`config.mk`:
```
export PLATFORM = sky130hd
export DESIGN_NAME = lts_locate
export DESIGN_NICKNAME = d
export VERILOG_FILES = /design/src/rtl/core/lts_pkg.sv /design/src/rtl/core/lts_locate.sv
export SDC_FILE = /design/constraint.sdc
export NUM_CORES = 1
export LEC_CHECK = 0
export BUFFER_PORTS_ARGS = -buffer_cell sky130_fd_sc_hd__buf_4
export CORE_ASPECT_RATIO = 1.4
export CORE_MARGIN = 3
export CORE_UTILIZATION = 50
export DETAILED_ROUTE_END_ITERATION = 16
export HOLD_SLACK_MARGIN = 0.05
export PLACE_DENSITY = 0.77
export SYNTH_ARGS = -nofsm -noshare
export SYNTH_HDL_FRONTEND = slang
export SYNTH_SLANG_ARGS = --single-unit
export TNS_END_PERCENT = 100
```
`constraint.sdc`:
```
create_clock -name clk -period 8.8 [get_ports clk]
set_input_delay 2.2 -clock clk [delete_from_list [all_inputs] [get_ports clk]]
set_output_delay 2.2 -clock clk [all_outputs]
set_load 0.05 [all_outputs]
```
`src/rtl/core/lts_pkg.sv`:
```
// Package for the labelled tensor store.
// Holds sizes, opcodes, status and register codes, and the structs shared
// between the address unit and the top level. No dependencies.
package lts_pkg;

  localparam int STORE_DEPTH = 4096;
  localparam int MAX_EXTENT  = 64;
  localparam int MAX_DIMS    = 3;
  localparam int NSLOT       = 3;

  localparam int ADDR_W   = $clog2(STORE_DEPTH);
  localparam int DATA_W   = 64;
  localparam int LABEL_W  = 8;
  localparam int CRD_W    = 6;
  localparam int EXT_W    = 7;
  localparam int DCNT_W   = 2;
  localparam int STRIDE_W = 13;
  localparam int IDX_W    = 20;
  localparam int CFG_W    = 8;
  localparam int CIDX_W   = 3;

  localparam logic [1:0] OP_READ  = 2'd0;
  localparam logic [1:0] OP_WRITE = 2'd1;
  localparam logic [1:0] OP_VEC   = 2'd2;
  localparam logic [1:0] OP_CLEAR = 2'd3;

  localparam logic [1:0] ST_OK        = 2'd0;
  localparam logic [1:0] ST_UNMATCHED = 2'd1;
  localparam logic [1:0] ST_RANGE     = 2'd2;
  localparam logic [1:0] ST_BEYOND    = 2'd3;

  localparam logic [CIDX_W-1:0] REG_DIM_COUNT = 3'd0;
  localparam logic [CIDX_W-1:0] REG_LABEL_0   = 3'd1;
  localparam logic [CIDX_W-1:0] REG_LABEL_1   = 3'd2;
  localparam logic [CIDX_W-1:0] REG_LABEL_2   = 3'd3;
  localparam logic [CIDX_W-1:0] REG_EXTENT_0  = 3'd4;
  localparam logic [CIDX_W-1:0] REG_EXTENT_1  = 3'd5;
  localparam logic [CIDX_W-1:0] REG_EXTENT_2  = 3'd6;

  typedef struct packed {
    logic [DCNT_W-1:0]                 dim_count;
    logic [NSLOT-1:0][LABEL_W-1:0]     label;
    logic [NSLOT-1:0][EXT_W-1:0]       extent;
  } cfg_t;

  typedef struct packed {
    logic                valid;
    logic [1:0]          status;
    logic [ADDR_W-1:0]   base;
    logic [STRIDE_W-1:0] step;
    logic [EXT_W-1:0]    vlen;
  } loc_res_t;

endpackage

```
`src/rtl/core/lts_locate.sv`:
```
// Address unit: label matching, bound checks and mixed-radix index.
// Four register stages from go to res.valid. Uses lts_pkg.
module lts_locate import lts_pkg::*; (
  input  logic                          clk,
  input  logic                          rst,
  input  logic                          go,
  input  logic                          vec,
  input  logic [NSLOT-1:0][LABEL_W-1:0] slot_label,
  input  logic [NSLOT-1:0][CRD_W-1:0]   slot_coord,
  input  cfg_t                          cfg,
  output loc_res_t                      res
);

  logic [DCNT_W-1:0]  n_used;
  logic [LABEL_W-1:0] last_lab;
  logic [NSLOT-1:0]   found;
  logic [1:0]         jsel [NSLOT];
  logic [NSLOT-1:0]   is_vec;
  logic [NSLOT-1:0]   vdim;
  logic [NSLOT-1:0]   zero_c;
  logic [NSLOT-1:0]   fail;
  logic [EXT_W-1:0]   ext_eff [NSLOT];
  logic [CRD_W-1:0]   c0 [NSLOT];
  logic               err0;
  logic [1:0]         st0;

  // stage 1
  logic               s1_valid, s1_err;
  logic [1:0]         s1_st;
  logic [CRD_W-1:0]   s1_c [NSLOT];
  logic [EXT_W-1:0]   s1_ext [NSLOT];
  logic [NSLOT-1:0]   s1_vd;
  // stage 2
  logic                s2_valid, s2_err;
  logic [1:0]          s2_st;
  logic [CRD_W-1:0]    s2_c0, s2_c2;
  logic [EXT_W-1:0]    s2_ext [NSLOT];
  logic [NSLOT-1:0]    s2_vd;
  logic [STRIDE_W-1:0] s2_stride2;
  logic [STRIDE_W-1:0] s2_p1;
  // stage 3
  logic                s3_valid, s3_err;
  logic [1:0]          s3_st;
  logic [CRD_W-1:0]    s3_p0;
  logic [STRIDE_W-1:0] s3_p1;
  logic [IDX_W-1:0]    s3_p2;
  logic [IDX_W-1:0]    s3_span;
  logic [STRIDE_W-1:0] s3_step;
  logic [EXT_W-1:0]    s3_vlen;

  logic [STRIDE_W-1:0] step3;
  logic [EXT_W-1:0]    vlen3;
  logic [IDX_W-1:0]    idx4;
  logic [IDX_W-1:0]    end4;

  always_comb begin
    n_used = (cfg.dim_count == '0) ? DCNT_W'(1) :
             (cfg.dim_count > DCNT_W'(MAX_DIMS)) ? DCNT_W'(MAX_DIMS) : cfg.dim_count;
    last_lab = slot_label[n_used - DCNT_W'(1)];
    for (int i = 0; i < NSLOT; i++) begin
      found[i] = 1'b0;
      jsel[i]  = 2'd0;
      for (int j = NSLOT - 1; j >= 0; j--) begin
        if ((j < int'(n_used)) && (slot_label[j] == cfg.label[i])) begin
          found[i] = 1'b1;
          jsel[i]  = 2'(j);
        end
      end
      if (cfg.extent[i] == '0) begin
        ext_eff[i] = EXT_W'(1);
      end else if (cfg.extent[i] > EXT_W'(MAX_EXTENT)) begin
        ext_eff[i] = EXT_W'(MAX_EXTENT);
      end else begin
        ext_eff[i] = cfg.extent[i];
      end
      is_vec[i] = vec && (i < int'(n_used)) && found[i] &&
                  (slot_label[jsel[i]] == last_lab);
    end
    for (int i = 0; i < NSLOT; i++) begin
      vdim[i] = is_vec[i];
      for (int k = 0; k < i; k++) begin
        if (is_vec[k]) vdim[i] = 1'b0;
      end
      zero_c[i] = vdim[i] || (vec && (jsel[i] == n_used - DCNT_W'(1)));
      fail[i]   = (i < int'(n_used)) &&
                  (!found[i] ||
                   (!zero_c[i] && ({1'b0, slot_coord[jsel[i]]} >= ext_eff[i])));
      c0[i]     = ((i < int'(n_used)) && !zero_c[i]) ? slot_coord[jsel[i]] : '0;
    end
    err0 = 1'b0;
    st0  = ST_OK;
    for (int i = NSLOT - 1; i >= 0; i--) begin
      if (fail[i]) begin
        err0 = 1'b1;
        st0  = found[i] ? ST_RANGE : ST_UNMATCHED;
      end
    end
    if (!err0 && vec && (vdim == '0)) begin
      err0 = 1'b1;
      st0  = ST_UNMATCHED;
    end
  end

  always_comb begin
    step3 = STRIDE_W'(1);
    vlen3 = EXT_W'(1);
    if (s2_vd[0]) begin
      vlen3 = s2_ext[0];
    end else if (s2_vd[1]) begin
      step3 = STRIDE_W'(s2_ext[0]);
      vlen3 = s2_ext[1];
    end else if (s2_vd[2]) begin
      step3 = s2_stride2;
      vlen3 = s2_ext[2];
    end
    idx4 = IDX_W'(s3_p0) + IDX_W'(s3_p1) + s3_p2;
    end4 = idx4 + s3_span;
  end

  always_ff @(posedge clk) begin
    if (rst) begin
      s1_valid  <= 1'b0;
      s2_valid  <= 1'b0;
      s3_valid  <= 1'b0;
      res.valid <= 1'b0;
    end else begin
      s1_valid  <= go;
      s2_valid  <= s1_valid;
      s3_valid  <= s2_valid;
      res.valid <= s3_valid;
    end
    s1_err <= err0;
    s1_st  <= st0;
    s1_vd  <= vdim;
    for (int i = 0; i < NSLOT; i++) begin
      s1_c[i]   <= c0[i];
      s1_ext[i] <= ext_eff[i];
      s2_ext[i] <= s1_ext[i];
    end
    s2_err     <= s1_err;
    s2_st      <= s1_st;
    s2_vd      <= s1_vd;
    s2_c0      <= s1_c[0];
    s2_c2      <= s1_c[2];
    s2_stride2 <= STRIDE_W'(s1_ext[0]) * STRIDE_W'(s1_ext[1]);
    s2_p1      <= STRIDE_W'(s1_c[1]) * STRIDE_W'(s1_ext[0]);
    s3_err     <= s2_err;
    s3_st      <= s2_st;
    s3_p0      <= s2_c0;
    s3_p1      <= s2_p1;
    s3_p2      <= IDX_W'(s2_c2) * IDX_W'(s2_stride2);
    s3_span    <= IDX_W'(vlen3 - EXT_W'(1)) * IDX_W'(step3);
    s3_step    <= step3;
    s3_vlen    <= vlen3;
    res.base   <= idx4[ADDR_W-1:0];
    res.step   <= s3_step;
    res.vlen   <= s3_vlen;
    if (s3_err) begin
      res.status <= s3_st;
    end else if (end4 >= IDX_W'(STORE_DEPTH)) begin
      res.status <= ST_BEYOND;
    end else begin
      res.status <= ST_OK;
    end
  end

endmodule

```
==> out/metrics.cfg <==
[timing]
tns_ps = 0
period_needed_ps = 7360
skew_ps = 23.4
hold_viol_final = 0
slew_headroom_pct = 36.1
worst_pin_slew_ps = 934
report.final.setup_viol = 0
max_freq_ghz = 0.136
fin_crit_sh_pct = 83.6
maxSlewViolCount = 0
rsz0062_at_grt = no

[critical_path]
r2r_start = s2_vd[1]
rrSetupSlack_ps = 1440
critPathKind = flop to flop
arrival_ps = 7760
critPathRequiredTime_ps = 9200
endpoint = s3_span[19]
cp-startpoint = s2_vd[1]
ff2ff_path_depth = 26
reg2reg_to = s3_span[19]
cp_max_fo = 17
crit_path_end_kind = flop
cp-start-kind = flop

[cells_and_area]
final_area_sq_um = 20300
utilization_pct = 56.4
layout.nets = 2576
final_cell_mix = 274 x inv_1, 229 x dfxtp_1, 211 x nand2_1
final_layout_size_suffix_gt1_share_pct = 9.20
antenna_cells = 0
syn_to_final_growth_pct = 10.6
final_common_cell = inv_1

[floorplan]
rows = 82
die-area_sq_um = 39100
coreArea_sq_um = 36000
fp.dieW_um = 168
num_io_pins = 128
die_y_um = 233
start_util_pct = 51.0

[synthesis]
syn_inst = 2053
avgSynthCellArea_sq_um = 8.94
synth.net_count = 2492
ys.flop_type = dfxtp_1
ys_seq_elements = 229
synth_area_sq_um = 18400
ys_types = 78
synth-edff-count = 0
ys_seq_area_share_pct = 25.0
async_flop_share_pct = 0
yosysWarnings = 0

[clocking]
cts_resized = 0
h-tree-depth = 1
post_cts_buffers = 0
cts-buffers-inserted = 22
numClockSinks = 229
holdBufCountCts = 0
clockBufferDepth = 3
clk_pin_slew_worst_paths_ps = 60
clkLatencyLatePin_ps = 540
cts_tree = yes
cts-root-buf = clkbuf_16

[power]
leakage_nw = 10.0
pwr_density_cell_nw_per_um2 = 141
max-vdd-ir-drop_mv = 0.200

[routing]
wire_per_inst_um = 18.2
ant_nets = 0
vias = 14257
drt_first_pass_iters = 5
finalWirelength_um = 47700
highest_layer = met4
drc = 0
drt_iter0_drc = 646
vias_per_cell = 5.45
wl_met2_um = 24700
wl_met1_um = 17900
wl_met3_um = 2100

[placed_design]
numPortBuffers = 127
dp_hpwl_um = 39100
gp_congestion = 0.995
placed_area_sq_um = 19500

[global_routing]
grt_first_pass_wirelength_um = 76300
grt_max_degree = 32
antenna_found_initial = 0
gr-total-overflow = 0
grt_use_total_pct = 24.5
grt_pass1_vias = 14822

[status]
status = finished, final reports clean

[min_path]
min_path_type = flop to flop

[flow_run]
maxCapViolCount = 0

==> worst max-delay path, cell delays in order (launching register included) <==
cell       delay [ps]
dfxtp_1           460
nand2b_1          250
nor2_1            100
a21oi_1            50
buf_4             200
mux2_2            320
nor3_1            420
nand2_1           150
or3_1             590
inv_1             210
nand2_1            90
fa_1              480
fa_1              490
inv_1              50
fa_1              490
fa_1              410
ha_1              330
inv_1              60
o21ai_0            90
a21oi_1           240
o21ai_1           130
a211o_1           320
a2111oi_0         530
nor3_1            160
or3_1             370
a21oi_1           180
xnor2_1            80
==> cell families after synthesis <==
| group | count (synthesis) | share of synthesized area [%] |
|---|---|---|
| and+or+nand+nor | 647 | 16.9 |
| buffers and inverters | 346 | 7.70 |
| adders and majority gates | 346 | 30.3 |
| AOI/OAI and AO/OA | 294 | 10.4 |
| DFF | 229 | 25.0 |
| xor gates and xnor gates | 150 | 7.40 |
| muxes | 41 | 2.30 |
==> metrics by stage <==
stage,setup slack [ps],power [W],hold WS (ps),cells
floorplan,2300,0.00167,310,2053
global placement,1580,0.00189,311,2575
detailed placement,1490,0.00191,312,2575
CTS,1490,0.00290,303,2614
global route,891,0.00301,314,2614
finish,1440,0.00287,310,2614
==> sequential cells by signal (all words and copies together) (netlist names), 7 cells and up <==
| name | cells |
|---|---|
| res | 35 |
| s1_ext | 21 |
| s2_ext | 21 |
| s3_span | 20 |
| s3_p2 | 19 |
| s1_c | 18 |
| s2_p1 | 13 |
| s2_stride2 | 13 |
| s3_p1 | 13 |
| s3_step | 13 |
| s3_vlen | 7 |
==> worst min-delay path by stage <==
stage,start,end,slack (ps),cells after the start
2_1_floorplan,s3_vlen[0],res[0],310,0
3_3_place_gp,s1_ext[0][16],s2_ext[0][16],310,0
3_5_place_dp,s1_ext[0][17],s2_ext[0][17],310,0
4_1_cts,s1_c[2][5],s2_c2[5],300,0
5_1_grt,s1_c[2][5],s2_c2[5],310,0
6_report,s1_c[2][5],s2_c2[5],310,0
==> routing by layer <==
| layer | up-vias | global-route usage, % |
|---|---|---|
| met2 | 445 | 45.7 |
| li1 | 6839 | - |
| met3 | 143 | 2.45 |
| met5 | - | 0 |
| met1 | 6830 | 26.9 |
| met4 | 0 | 13.8 |
==> power by group <==
| group | internal (W) | switching [W] |
|---|---|---|
| logic | 0.000275 | 0.000419 |
| clock network | 0.000579 | 0.000402 |
| registers | 0.00112 | 0.0000715 |
==> cells in the mapped netlist, drive strengths merged, types with 5 or more instances <==
cell type / number / area share (%)
a21o: 26 / 1.1
nor3: 43 / 1.3
or2: 7 / 0.24
buf: 35 / 1.3
o21a: 11 / 0.45
dfxtp: 229 / 25
and2: 57 / 1.9
nor3b: 7 / 0.29
a22oi: 9 / 0.37
or3: 11 / 0.38
inv: 274 / 5.6
o221ai: 6 / 0.29
a31oi: 13 / 0.44
o21bai: 22 / 0.90
xor2: 40 / 1.9
nand3: 23 / 0.65
a211o: 5 / 0.24
nand2b: 33 / 1.1
a21boi: 7 / 0.29
mux2i: 37 / 2.0
nor2b: 25 / 0.85
ha: 182 / 12
a21oi: 84 / 2.3
nor4: 16 / 0.63
xnor2: 110 / 5.5
fa: 164 / 18
clkbuf: 37 / 0.78
and3: 14 / 0.48
o21ai: 60 / 1.7
nand3b: 6 / 0.25
nor2: 166 / 3.4
nand2: 212 / 4.4
nand4: 13 / 0.44
o211ai: 11 / 0.53
==> area by class of cell <==
class                      count  area (sq um)
tap                          462           578
clock buffer                  28           603
multi-input combinational   1478         12400
inverter                     274          1030
clock inverter                11           156
sequential                   229          4580
fill                        3160         15700
timing repair buffer         132           991
No activity file was read; power rests on OpenSTA's default activity.
